**src/design/smx_pkg.sv**
```systemverilog
// smx_pkg: shared constants, types and the exp approximation for the softmax row engine
// no dependencies
package smx_pkg;

  localparam int ROW_DEPTH_DEF = 64;
  localparam int SAMPLE_W      = 16;
  localparam int PROB_W        = 16;
  localparam int LEN_W         = 7;
  localparam int EXP_W         = 16;
  localparam int TOTAL_W       = 22;
  localparam int QUEUE_DEPTH   = 2;
  localparam logic [LEN_W-1:0] ROW_LENGTH_RESET = 7'd64;
  localparam logic [16:0] LOG2E_Q15 = 17'd47274;
  localparam logic [1:0] ADDR_ROW_LENGTH = 2'd0;

  // a finished row handed from front to back
  typedef struct packed {
    logic [LEN_W-1:0]    count;
    logic [SAMPLE_W-1:0] row_max;
  } smx_job_t;

  typedef enum logic [1:0] {
    BK_IDLE,
    BK_EXP,
    BK_DIV,
    BK_EMIT
  } smx_back_state_t;

  function automatic logic [16:0] pow2_tab(input logic [4:0] idx);
    logic [16:0] v;
    begin
      unique case (idx)
        5'd0:    v = 17'd65536;
        5'd1:    v = 17'd62757;
        5'd2:    v = 17'd60097;
        5'd3:    v = 17'd57549;
        5'd4:    v = 17'd55109;
        5'd5:    v = 17'd52773;
        5'd6:    v = 17'd50535;
        5'd7:    v = 17'd48393;
        5'd8:    v = 17'd46341;
        5'd9:    v = 17'd44376;
        5'd10:   v = 17'd42495;
        5'd11:   v = 17'd40693;
        5'd12:   v = 17'd38968;
        5'd13:   v = 17'd37316;
        5'd14:   v = 17'd35734;
        5'd15:   v = 17'd34219;
        default: v = 17'd32768;
      endcase
      return v;
    end
  endfunction

  // p = d*log2(e) in q.16, d below 2^17
  function automatic logic [24:0] exp_scale(input logic [16:0] d);
    logic [33:0] prod;
    begin
      prod = 34'(d) * 34'(LOG2E_Q15) + 34'd256;
      return prod[33:9];
    end
  endfunction

  // exp(-d) in q1.15 from the scaled exponent
  function automatic logic [EXP_W:0] exp_from_p(input logic [24:0] p);
    logic [8:0]  n;
    logic [3:0]  i;
    logic [11:0] r;
    logic [16:0] ta;
    logic [16:0] tb;
    logic [29:0] corr;
    logic [16:0] v;
    logic [49:0] sum;
    begin
      n    = p[24:16];
      i    = p[15:12];
      r    = p[11:0];
      ta   = pow2_tab({1'b0, i});
      tb   = pow2_tab({1'b0, i} + 5'd1);
      corr = 30'(ta - tb) * 30'(r) + 30'd2048;
      v    = ta - 17'(corr[29:12]);
      if (n >= 9'd31) begin
        return '0;
      end
      sum = 50'(v) + (50'd1 << n);
      return 17'(sum >> (n + 9'd1));
    end
  endfunction

endpackage

```
**src/design/smx_front.sv**
```systemverilog
// smx_front: accepts samples, stores them and tracks the row maximum
// depends on smx_pkg
module smx_front #(
  parameter int ROW_DEPTH = smx_pkg::ROW_DEPTH_DEF
) (
  input  logic                         clk,
  input  logic                         rst_n,
  input  logic                         accept,
  input  logic [smx_pkg::SAMPLE_W-1:0] sample,
  input  logic [smx_pkg::LEN_W-1:0]    row_length,
  output logic                         wr_en,
  output logic [$clog2(ROW_DEPTH)-1:0] wr_addr,
  output logic [smx_pkg::SAMPLE_W-1:0] wr_data,
  output logic                         job_valid,
  output smx_pkg::smx_job_t            job
);
  import smx_pkg::*;

  localparam int AW = $clog2(ROW_DEPTH);

  logic [LEN_W-1:0]          fill_r;
  logic [LEN_W-1:0]          fill_nxt;
  logic signed [SAMPLE_W-1:0] max_r;
  logic signed [SAMPLE_W-1:0] max_nxt;
  logic [LEN_W-1:0]          count;
  logic [LEN_W-1:0]          eff_len;
  logic                      row_done;

  always_comb begin
    eff_len = row_length;
    if (row_length == '0) begin
      eff_len = LEN_W'(1);
    end else if (row_length > LEN_W'(ROW_DEPTH)) begin
      eff_len = LEN_W'(ROW_DEPTH);
    end
    count    = fill_r + LEN_W'(1);
    row_done = (count >= eff_len);
    max_nxt  = ($signed(sample) > max_r) ? $signed(sample) : max_r;
    fill_nxt = row_done ? '0 : count;
  end

  assign wr_en     = accept;
  assign wr_addr   = fill_r[AW-1:0];
  assign wr_data   = sample;
  assign job_valid = accept && row_done;
  assign job.count   = count;
  assign job.row_max = max_nxt;

  always_ff @(posedge clk) begin
    if (!rst_n) begin
      fill_r <= '0;
      max_r  <= 16'sh8000;
    end else if (accept) begin
      fill_r <= fill_nxt;
      max_r  <= row_done ? 16'sh8000 : max_nxt;
    end
  end

endmodule

```
**src/design/smx_queue.sv**
```systemverilog
// smx_queue: short job queue between front and back
// depends on smx_pkg
module smx_queue (
  input  logic              clk,
  input  logic              rst_n,
  input  logic              push,
  input  smx_pkg::smx_job_t push_job,
  input  logic              pop,
  output logic              not_empty,
  output logic              full,
  output smx_pkg::smx_job_t head
);
  import smx_pkg::*;

  localparam int PW = $clog2(QUEUE_DEPTH);

  smx_job_t        slot_r [QUEUE_DEPTH];
  logic [PW-1:0]   rd_r;
  logic [PW-1:0]   rd_nxt;
  logic [PW-1:0]   wr_r;
  logic [PW-1:0]   wr_nxt;
  logic [PW:0]     cnt_r;
  logic [PW:0]     cnt_nxt;

  always_comb begin
    rd_nxt  = pop ? rd_r + PW'(1) : rd_r;
    wr_nxt  = push ? wr_r + PW'(1) : wr_r;
    cnt_nxt = cnt_r + (PW+1)'(push) - (PW+1)'(pop);
  end

  assign not_empty = (cnt_r != '0);
  assign full      = (cnt_r == (PW+1)'(QUEUE_DEPTH));
  assign head      = slot_r[rd_r];

  always_ff @(posedge clk) begin
    if (!rst_n) begin
      rd_r  <= '0;
      wr_r  <= '0;
      cnt_r <= '0;
    end else begin
      rd_r  <= rd_nxt;
      wr_r  <= wr_nxt;
      cnt_r <= cnt_nxt;
    end
  end

  always_ff @(posedge clk) begin
    if (push) begin
      slot_r[wr_r] <= push_job;
    end
  end

endmodule

```
**src/design/smx_div.sv**
```systemverilog
// smx_div: restoring divider, one quotient bit per cycle, rounded and saturated
// depends on smx_pkg
module smx_div (
  input  logic                        clk,
  input  logic                        rst_n,
  input  logic                        go,
  input  logic [smx_pkg::EXP_W:0]     num,
  input  logic [smx_pkg::TOTAL_W-1:0] den,
  output logic                        done,
  output logic [smx_pkg::PROB_W-1:0]  quot
);
  import smx_pkg::*;

  localparam int NW = EXP_W + 1 + 16 + 1;
  localparam int RW = TOTAL_W + 1;
  localparam int CW = $clog2(NW + 1);

  logic [NW-1:0]    num_r;
  logic [RW-1:0]    rem_r;
  logic [NW-1:0]    q_r;
  logic [TOTAL_W-1:0] den_r;
  logic [CW-1:0]    cnt_r;
  logic             busy_r;
  logic [RW-1:0]    trial;
  logic [RW-1:0]    shifted;
  logic [NW-1:0]    dividend;

  // (e<<16) + total/2 feeds the shift register
  always_comb begin
    dividend = (NW'(num) << 16) + NW'(den >> 1);
    shifted  = {rem_r[RW-2:0], num_r[NW-1]};
    trial    = shifted - RW'(den_r);
  end

  always_ff @(posedge clk) begin
    if (!rst_n) begin
      busy_r <= 1'b0;
      done   <= 1'b0;
      cnt_r  <= '0;
    end else begin
      done <= 1'b0;
      if (go) begin
        busy_r <= 1'b1;
        cnt_r  <= CW'(NW);
      end else if (busy_r) begin
        cnt_r <= cnt_r - CW'(1);
        if (cnt_r == CW'(1)) begin
          busy_r <= 1'b0;
          done   <= 1'b1;
        end
      end
    end
  end

  always_ff @(posedge clk) begin
    if (go) begin
      num_r <= dividend;
      rem_r <= '0;
      q_r   <= '0;
      den_r <= den;
    end else if (busy_r) begin
      num_r <= {num_r[NW-2:0], 1'b0};
      if (!trial[RW-1]) begin
        rem_r <= trial;
        q_r   <= {q_r[NW-2:0], 1'b1};
      end else begin
        rem_r <= shifted;
        q_r   <= {q_r[NW-2:0], 1'b0};
      end
    end
  end

  assign quot = (q_r[NW-1:PROB_W] != '0) ? '1 : q_r[PROB_W-1:0];

endmodule

```
**src/design/smx_back.sv**
```systemverilog
// smx_back: exp pass with sum, then divide-and-emit pass over the stored row
// depends on smx_pkg, smx_div
module smx_back #(
  parameter int ROW_DEPTH = smx_pkg::ROW_DEPTH_DEF
) (
  input  logic                         clk,
  input  logic                         rst_n,
  input  logic                         job_valid,
  input  smx_pkg::smx_job_t            job,
  output logic                         job_pop,
  input  logic                         wr_en,
  input  logic [$clog2(ROW_DEPTH)-1:0] wr_addr,
  input  logic [smx_pkg::SAMPLE_W-1:0] wr_data,
  output logic                         idle,
  output logic                         out_valid,
  output logic [smx_pkg::PROB_W-1:0]   out_probability,
  output logic                         out_row_end
);
  import smx_pkg::*;

  localparam int AW = $clog2(ROW_DEPTH);

  logic [SAMPLE_W-1:0] mem [ROW_DEPTH];
  logic [SAMPLE_W-1:0] rd_data_r;
  logic [AW-1:0]       rd_addr;

  smx_back_state_t state_r;
  smx_back_state_t state_nxt;

  logic [LEN_W-1:0]    idx_r;
  logic [LEN_W-1:0]    idx_nxt;
  logic [LEN_W-1:0]    count_r;
  logic signed [SAMPLE_W-1:0] max_r;
  logic [TOTAL_W-1:0]  total_r;
  logic [TOTAL_W-1:0]  total_nxt;
  logic [1:0]          ph_r;
  logic [1:0]          ph_nxt;
  logic [24:0]         p_r;
  logic [EXP_W:0]      e_val;
  logic [16:0]         diff;
  logic                div_go;
  logic                div_done;
  logic [PROB_W-1:0]   div_q;
  logic                last;

  assign rd_addr = idx_r[AW-1:0];

  always_ff @(posedge clk) begin
    if (wr_en) begin
      mem[wr_addr] <= wr_data;
    end
    rd_data_r <= mem[rd_addr];
  end

  // phase 0 address, 1 data -> scaled exponent, 2 exp ready
  always_comb begin
    diff  = 17'($signed({max_r[SAMPLE_W-1], max_r}) -
                $signed({rd_data_r[SAMPLE_W-1], rd_data_r}));
    e_val = exp_from_p(p_r);
    last  = (idx_r + LEN_W'(1) == count_r);
  end

  always_comb begin
    state_nxt = state_r;
    unique case (state_r)
      BK_IDLE: if (job_valid) state_nxt = BK_EXP;
      BK_EXP:  if (ph_r == 2'd2 && last) state_nxt = BK_DIV;
      BK_DIV:  if (div_done) state_nxt = BK_EMIT;
      BK_EMIT: state_nxt = last ? BK_IDLE : BK_DIV;
      default: state_nxt = BK_IDLE;
    endcase
  end

  always_comb begin
    ph_nxt    = ph_r;
    idx_nxt   = idx_r;
    total_nxt = total_r;
    div_go    = 1'b0;
    job_pop   = 1'b0;
    unique case (state_r)
      BK_IDLE: begin
        ph_nxt    = '0;
        idx_nxt   = '0;
        total_nxt = '0;
        job_pop   = job_valid;
      end
      BK_EXP: begin
        ph_nxt = (ph_r == 2'd2) ? 2'd0 : ph_r + 2'd1;
        if (ph_r == 2'd2) begin
          total_nxt = total_r + TOTAL_W'(e_val);
          idx_nxt   = last ? '0 : idx_r + LEN_W'(1);
        end
      end
      BK_DIV: begin
        ph_nxt = (ph_r == 2'd3) ? ph_r : ph_r + 2'd1;
        div_go = (ph_r == 2'd2);
      end
      BK_EMIT: begin
        ph_nxt  = '0;
        idx_nxt = idx_r + LEN_W'(1);
      end
      default: ph_nxt = '0;
    endcase
  end

  always_ff @(posedge clk) begin
    if (!rst_n) begin
      state_r <= BK_IDLE;
      ph_r    <= '0;
      idx_r   <= '0;
    end else begin
      state_r <= state_nxt;
      ph_r    <= ph_nxt;
      idx_r   <= idx_nxt;
    end
  end

  always_ff @(posedge clk) begin
    total_r <= total_nxt;
    p_r     <= exp_scale(diff);
    if (state_r == BK_IDLE) begin
      count_r <= job.count;
      max_r   <= job.row_max;
    end
  end

  smx_div u_div (
    .clk  (clk),
    .rst_n(rst_n),
    .go   (div_go),
    .num  (e_val),
    .den  (total_r),
    .done (div_done),
    .quot (div_q)
  );

  always_ff @(posedge clk) begin
    if (!rst_n) begin
      out_valid <= 1'b0;
    end else begin
      out_valid <= (state_r == BK_EMIT);
    end
  end

  always_ff @(posedge clk) begin
    out_probability <= div_q;
    out_row_end     <= last;
  end

  assign idle = (state_r == BK_IDLE);

endmodule

```
**src/design/softmax_row_engine.sv**
```systemverilog
// softmax_row_engine: top level, apb register, front, job queue and back
// depends on smx_pkg, smx_front, smx_queue, smx_back, smx_div
// Samples of a row are taken one a cycle while busy is low; each is written
// to the row memory. On the row's last sample the back end makes one pass
// computing exp(x - max) into the sum (paced by the registered memory read
// and exp stages) and a second pass dividing each element by the sum with a
// bit-serial divider (per element: fetch and form exp, one divider step per
// bit of the 34-bit dividend, done, then emit).
// Results leave on out_valid for one cycle each and cannot be stalled. busy is
// high while a row is being worked off, so the next row waits for it.
module softmax_row_engine #(
  parameter int ROW_DEPTH = smx_pkg::ROW_DEPTH_DEF
) (
  input  logic                         clk,
  input  logic                         rst_n,
  input  logic                         start,
  output logic                         busy,
  input  logic [smx_pkg::SAMPLE_W-1:0] in_sample,
  output logic                         out_valid,
  output logic [smx_pkg::PROB_W-1:0]   out_probability,
  output logic                         out_row_end,
  input  logic                         psel,
  input  logic                         penable,
  input  logic                         pwrite,
  input  logic [1:0]                   paddr,
  input  logic [31:0]                  pwdata,
  output logic [31:0]                  prdata,
  output logic                         pready
);
  import smx_pkg::*;

  localparam int AW = $clog2(ROW_DEPTH);

  logic [LEN_W-1:0]    row_length_r;
  logic                accept;
  logic                wr_en;
  logic [AW-1:0]       wr_addr;
  logic [SAMPLE_W-1:0] wr_data;
  logic                fr_job_valid;
  smx_job_t            fr_job;
  logic                q_pop;
  logic                q_not_empty;
  logic                q_full;
  smx_job_t            q_head;
  logic                bk_idle;

  assign pready = 1'b1;
  assign prdata = (paddr == ADDR_ROW_LENGTH) ? 32'(row_length_r) : '0;

  always_ff @(posedge clk) begin
    if (!rst_n) begin
      row_length_r <= ROW_LENGTH_RESET;
    end else if (psel && penable && pwrite && paddr == ADDR_ROW_LENGTH) begin
      row_length_r <= pwdata[LEN_W-1:0];
    end
  end

  // back end reuses the row memory, so hold input while a row is pending
  assign busy   = q_full || q_not_empty || !bk_idle;
  assign accept = start && !busy;

  smx_front #(.ROW_DEPTH(ROW_DEPTH)) u_front (
    .clk       (clk),
    .rst_n     (rst_n),
    .accept    (accept),
    .sample    (in_sample),
    .row_length(row_length_r),
    .wr_en     (wr_en),
    .wr_addr   (wr_addr),
    .wr_data   (wr_data),
    .job_valid (fr_job_valid),
    .job       (fr_job)
  );

  smx_queue u_queue (
    .clk      (clk),
    .rst_n    (rst_n),
    .push     (fr_job_valid),
    .push_job (fr_job),
    .pop      (q_pop),
    .not_empty(q_not_empty),
    .full     (q_full),
    .head     (q_head)
  );

  smx_back #(.ROW_DEPTH(ROW_DEPTH)) u_back (
    .clk            (clk),
    .rst_n          (rst_n),
    .job_valid      (q_not_empty),
    .job            (q_head),
    .job_pop        (q_pop),
    .wr_en          (wr_en),
    .wr_addr        (wr_addr),
    .wr_data        (wr_data),
    .idle           (bk_idle),
    .out_valid      (out_valid),
    .out_probability(out_probability),
    .out_row_end    (out_row_end)
  );

endmodule

```
**config.mk**
```make
export PLATFORM = sky130hd
export DESIGN_NAME = softmax_row_engine
export DESIGN_NICKNAME = d
export VERILOG_FILES = /design/src/design/smx_pkg.sv /design/src/design/smx_front.sv /design/src/design/smx_queue.sv /design/src/design/smx_div.sv /design/src/design/smx_back.sv /design/src/design/softmax_row_engine.sv
export SDC_FILE = /design/constraint.sdc
export NUM_CORES = 2
export LEC_CHECK = 0
export CORE_UTILIZATION = 65
export DETAILED_ROUTE_END_ITERATION = 10
export DONT_BUFFER_PORTS = 1
export PLACE_DENSITY = 0.85
export SLEW_MARGIN = 0
export SYNTH_ARGS = -nofsm -noshare
export SYNTH_HDL_FRONTEND = slang
export SYNTH_SLANG_ARGS = --single-unit
```
**constraint.sdc**
```tcl
create_clock -name clk -period 34.6 [get_ports clk]
set_clock_uncertainty 0.05 [all_clocks]
set_input_delay 0 -clock clk [delete_from_list [all_inputs] [get_ports clk]]
set_output_delay 0 -clock clk [all_outputs]
set_load 0.01 [all_outputs]
```
# After elaboration in Yosys (flattened, before gate mapping)
# Memory sizes are Yosys's and may differ from the RTL's. A register that Yosys moved wholly into a read port is not among the register bits.
# Cells that the tools add are included.
# word_totals
ff_bits	230
ramBits	1070
rom_bits	544
input_bits	56
word_cells	131
n_memories	4
# mem_list
memory	depth	word_bits	rd	rd_ports_with_merged_regs	wr	line_no	text
u_back.mem	64	16	1	1	1	smx_back.sv:23	logic [SAMPLE_W-1:0] mem [ROW_DEPTH];
(no name shown)	16	17	1	1	0	smx_pkg.sv:32	unique case (idx)
(no name shown)	16	17	1	0	0	smx_pkg.sv:32	
u_queue.slot_r	2	23	1	1	1	smx_queue.sv:17	smx_job_t slot_r [QUEUE_DEPTH];
# op_classes
add_sub_neg	19
n_mul	2
order_cmp	4
n_eq_ne	13
shift	2
mux	39
bitwise	2
reduce_logical	24
# ops
cell	count
two-way mux 34 bit	2
two-way mux 17 bit	3
adder 17 x 50 -> 50 bit	1
left shift 1 x 9 -> 50 bit (first input constant)	1
>> shifter 50 x 9 -> 17 bit	1
two-way mux 22 bit	2
case mux 22 bit (2 select lines)	1
two-way mux 7 bit	6
adder 33 x 21 -> 34 bit	1
adder 33 x 9 -> 34 bit (second input constant)	1
multiplier 17 x 15 -> 32 bit (second input constant)	1
two-way mux 16 bit	2
multiplier 30 x 12 -> 29 bit	1
adder 29 x 12 -> 29 bit (second input constant)	1
subtractor 23 x 22 -> 23 bit	1
adder 22 x 17 -> 22 bit	1
case mux 7 bit (3 select lines)	1
nonzero test 18 bit	1
subtractor 17 x 17 -> 18 bit	1
subtractor 16 x 16 -> 17 bit	1
subtractor 17 bit	1
greater-than comparator 16 bit	1
adder 7 x 1 -> 7 bit (second input constant)	2
two-way mux 1 bit	12
32 further kinds	59

# Longest topological paths before layout
# An unclocked memory read counts as a cell.
# depth
ltp_word	13
ltp_mapped	73

# Cells and area by module
# A second synthesis with hierarchy kept.
# unflattened
cells_unflattened	5149
area_unflattened_um2	72767.3
# by_module_without_submodules
module	instances	cells_each	area_each_um2
smx_back	1	4154	62097.1
smx_div	1	618	6312.3
smx_front	1	214	1900.6
smx_queue	1	92	1890.6
softmax_row_engine	1	71	566.8

# Least setup slack after synthesis
# Ideal clock, no wire load.
# synth_path
kind	register -> register
start	register u_back.p_r[12]
end	register u_back.total_r[20] (data pin)
setup_ns	0.255
arrival_time_ns	14.313
required_ns	34.295
slack_ns	19.982
stages_incl_launch_ff	73
cell_sequence	dfxtp_1 -> ha_1 -> ha_1 -> clkbuf_1 -> inv_1 -> mux2i_1 -> nand2_1 -> and3_1 -> ha_1 -> fa_1 -> nor2b_1 -> o21ai_0 -> a21boi_0 -> o21ai_0 -> a21boi_0 -> o21ai_0 -> a21boi_0 -> o21ai_0 -> [... 37 more ...] -> nor2_1 -> nand2_1 -> a21oi_1 -> nor2_1 -> ha_1 -> fa_1 -> a21o_1 -> a21oi_1 -> o21bai_1 -> a21oi_1 -> o21bai_1 -> a41o_1 -> o21ai_0 -> o21ai_0 -> o41ai_1 -> nor2b_1 -> xor2_1 -> and2_1
# synth_via
elab_chain_cells	13
# synth_rtl
element	line_no	text
start, declared	smx_back.sv:38	logic [24:0] p_r;
start signal, assigned	smx_back.sv:120	p_r <= exp_scale(diff);
adder 4 x 1 -> 5 bit *	smx_pkg.sv:79	tb = pow2_tab({1'b0, i} + 5'd1);
memory read (16 x 17 bit)	n/a	
two-way mux 17 bit *	smx_pkg.sv:32	
subtractor 17 x 17 -> 18 bit *	smx_pkg.sv:80	corr = 30'(ta - tb) * 30'(r) + 30'd2048;
multiplier 30 x 12 -> 29 bit *	smx_pkg.sv:80	
adder 29 x 12 -> 29 bit *	smx_pkg.sv:80	
subtractor 17 bit *	smx_pkg.sv:81	v = ta - 17'(corr[29:12]);
adder 17 x 50 -> 50 bit *	smx_pkg.sv:85	sum = 50'(v) + (50'd1 << n);
>> shifter 50 x 9 -> 17 bit *	smx_pkg.sv:86	return 17'(sum >> (n + 9'd1));
two-way mux 17 bit *	smx_pkg.sv:85	
adder 22 x 17 -> 22 bit *	smx_back.sv:90	total_nxt = total_r + TOTAL_W'(e_val);
two-way mux 22 bit *	smx_back.sv:89	if (ph_r == 2'd2) begin
case mux 22 bit (2 select lines) *	smx_back.sv:80	unique case (state_r)
end signal, assigned	smx_back.sv:119	total_r <= total_nxt;
end, declared	smx_back.sv:34	logic [TOTAL_W-1:0] total_r;
# Every way passes the cells marked *; elsewhere a longest branch is shown, timed or not. The select of a mux whose other input is x is not followed.
# A chain may end at the register's enable or synchronous reset.

# Worst setup path in the final report
# Ends and elaborated chain as after synthesis.

==> out/metrics.yaml <==
run_status:
  status: "finished clean"
route:
  vias: 48700
  dr.first_iter.drc_count: 6531
  avg_vias_per_cell: 6.738
  routed_wirelength_um: 199600
  drt_pre_antenna_iters: 9
  antenna_violating_nets_post_route: 0
  drc: 0
  wire_per_inst_um: 27.62
cts:
  clock_transition_at_the_registers_of_the_reported_paths_ps: 70
  number_of_setup_buffers_added_after_cts: 0
  cts_tree: "built"
  hold_fix_buffers_at_cts: 49
  clock_tree.buffer_depth: 3
  clock_insertion_delay_at_the_later_pin_of_the_skew_report_ps: 780
  clock_sink_count: 1356
  cts_resized: 0
  numCtsBuffers: 121
  ctsHtreeMaxLevel: 3
  cts_root_buffer: "clkbuf_16"
place:
  detailed_place.area_um2: 74220
  port-buffer-count: 0
  dp_hpwl_um: 113200
  gp_routability_congestion: 0.9333
cells_and_area:
  drive_above_1_share: 0.1132
  finish.net_count: 6308
  stdcell_area_um2: 79150
  syn_to_final_growth_pct: 9.044
timing:
  timing_worst_slew_pin_value_ps: 1291
  min_period_over_period: 0.5382
  final_count_of_negative_setup_slack_endpoints: 0
  final_max_slew_viol_count: 0
  rsz_0062_raised_after_global_routing: "false"
  slew_headroom: 0.1384
  layout_min_cycle_time_ps: 18620
  hold_violations: 0
  setup_total_negative_slack_ps: 0
  fmax_mhz: 53.70
setup_path:
  crit_path_max_fanout: 17
  worstPathArrival_ps: 19070
  startpoint_type: "flip-flop"
  rrSetupSlack_ps: 15980
  worst_setup_path_end_kind: "flip-flop"
  slowest_delay_ps: 910
  worstReg2RegStart: "u_back.p_r[12]"
  critPathSlowestCell: "xnor2_1"
  reg2regPathDepth: 68
  crit_path_frequent_cell: "o21ai_0"
  critPathKind: "reg -> reg"
  worst_r2r_endpoint: "u_back.total_r[20]"
  critical_path_required_ps: 35050
die:
  die_y_um: 336.2
  boundaryPins: 108
  die_x_um: 336.2
  rows: 122
  floorplan.core_area_um2: 110700
  floorplan.initialDensity: 0.6559
  design.die.area_um2: 113000
synthesis:
  yosys_warnings: 0
  syn-mean-instance-area_um2: 12.96
  ys_ff_latch: 1356
  dominantRegCellSynth: "edfxtp_1"
  synth_cells: 5601
  synth_largest_area_cell: "edfxtp_1"
  synth_top_cells_by_area: "edfxtp_1 (48%), fa_1 (7.5%), ha_1 (6.2%)"
  sequential_area_share_after_synthesis: 0.5355
  synth.distinct_cells: 108
  netlist.area_leader.share: 0.4844
  syn-cell-area_um2: 72590
  synth_enable_flop_cells: 1171
  ffs_w_async_s_r_synth: 0
global_route:
  gr-usage-all-layers: 0.3513
  grt_pass1_vias: 48660
  grt_antenna_before_repair: 22
  grt_start_max_net_pins: 89
  grt-ovfl-total: 0
  first_pass_grt_wire_length_um: 294900
min_path:
  timing.hold.worst_endpoint: "prdata[6]"
  worstHoldStart: "paddr[0]"
  timing.hold.worst_path_depth: 1
  hold_path_class: "in -> out"
job:
  max-cap-violations: 0
==> layer usage <==
| layer | track usage | wire length (µm) | vias to the layer above | share of wire |
|---|---|---|---|---|
| met5 | 0 | 173 | - | 0.00087 |
| met4 | 0.2289 | 15010 | 24 | 0.075 |
| met3 | 0.1023 | 24000 | 967 | 0.12 |
| met2 | 0.5671 | 94680 | 3711 | 0.47 |
| met1 | 0.4113 | 65730 | 23590 | 0.33 |
| li1 | - | - | 20400 | - |
==> worst max-delay path: cells and delay by family (launching register included) <==
family                     cells  cell delay (ps)
AOI/OAI and AO/OA             35             8090
adders and majority gates     14             5510
and+or+nand+nor               11             1840
buffers and inverters          3              380
DFF                            1              640
xor gates and xnor gates       4             1750
muxes                          1              180
==> per-stage QoR <==
step             util  hold WS [ps]  std cells  setup slack [ps]
5_1_grt        0.7151         11.49       7220             14460
6_report       0.7152         10.45       7227             15980
3_5_place_dp   0.6706         1.032       6937             16360
3_3_place_gp   0.6706         1.026       6937             16800
2_1_floorplan       -        -3.301       5625             19980
4_1_cts        0.7149         1.032       7213             16340
==> registers in the layout (all words and copies together), names as in the netlist, 7 cells and up, named ones only <==
name,count
u_back.u_div.q_r,34
u_back.total_r,22
u_back.rd_data_r,16
u_back.u_div.num_r,34
u_queue.slot_r,46
u_back.idx_r,7
u_back.out_probability,16
u_back.u_div.rem_r,22
u_front.fill_r,7
u_back.p_r,25
u_back.count_r,7
u_back.u_div.den_r,22
row_length_r,7
u_back.max_r,16
u_front.max_r,16
u_back.mem,1024
==> layout by cell type (no fill, tap or decap), types with 51 or more instances in the layout <==
| cell type | n |
|---|---|
| nor3_1 | 51 |
| nand2_1 | 419 |
| inv_1 | 455 |
| xnor2_1 | 131 |
| nand3_1 | 69 |
| mux2_2 | 106 |
| fa_1 | 272 |
| nand2b_1 | 63 |
| o221ai_1 | 70 |
| xor2_1 | 64 |
| ha_1 | 359 |
| o21ai_0 | 175 |
| and2_1 | 116 |
| edfxtp_1 | 1171 |
| nor2_1 | 281 |
| o22ai_1 | 75 |
| mux4_2 | 145 |
| nor2b_1 | 81 |
| mux2i_1 | 261 |
| dfxtp_1 | 180 |
| buf_4 | 96 |
| clkbuf_16 | 126 |
| a21oi_1 | 272 |
==> cell families after synthesis <==
| logic type | after synthesis | synth area share |
|---|---|---|
| DFF | 1356 | 0.5355 |
| and+or+nand+nor | 1258 | 0.08410 |
| AOI/OAI and AO/OA | 907 | 0.08155 |
| buffers and inverters | 732 | 0.03942 |
| adders and majority gates | 631 | 0.1369 |
| muxes | 513 | 0.09758 |
| xor gates and xnor gates | 202 | 0.02489 |
| other | 2 | 0.0001035 |
==> cell type report <==
type                            instances  area, µm²
Inverter                              460       1727
Sequential cell                      1356      38880
Fill cell                            6577      31520
Clock buffer                          154       3348
Multi-Input combinational cell       3537      31020
Timing Repair Buffer                  145       1501
Antenna cell                           14      35.03
Tap cell                             1488       1862
Clock inverter                         73      772.0
==> cell usage after synthesis (13+ instances only) <==
master and n:
a21boi_0 21, a31oi_1 14, dfxtp_1 185, nor2b_1 81
clkbuf_1 196, o21ai_0 176, o21a_1 21, buf_4 28
o21ai_1 13, xor2_1 64, or3_1 18, or2_2 18
mux2_2 106, nand2_1 422, nor3b_1 15, mux4_2 145
and3_1 33, nor2_1 287, ha_1 359, nand3_1 69
a22oi_1 17, xnor2_1 133, nand4_1 19, edfxtp_1 1171
inv_1 456, o211ai_1 27, buf_1 41, nand2b_1 63
nor4_1 20, o22ai_1 75, mux2i_1 261, nor3_1 52
o221ai_1 70, a21o_1 44, fa_1 272, and2_1 117
a211oi_1 34, a21oi_1 272
==> worst max-delay path by stage <==
stage	from	end	slack [ps]	depth (start not counted)
after global placement	u_back.p_r[12]	u_back.total_r[20]	16800	66
final	u_back.p_r[12]	u_back.total_r[20]	15980	68
after detailed placement	u_back.p_r[12]	u_back.total_r[20]	16360	66
after floorplan	u_back.p_r[12]	u_back.total_r[20]	19980	72
after global routing	u_back.p_r[12]	u_back.total_r[18]	14460	68
after CTS	u_back.p_r[12]	u_back.total_r[20]	16340	66
Power is left out: the tool's default activity adds up to more than one toggle a clock period on the data nets, which glitch-free logic cannot reach.
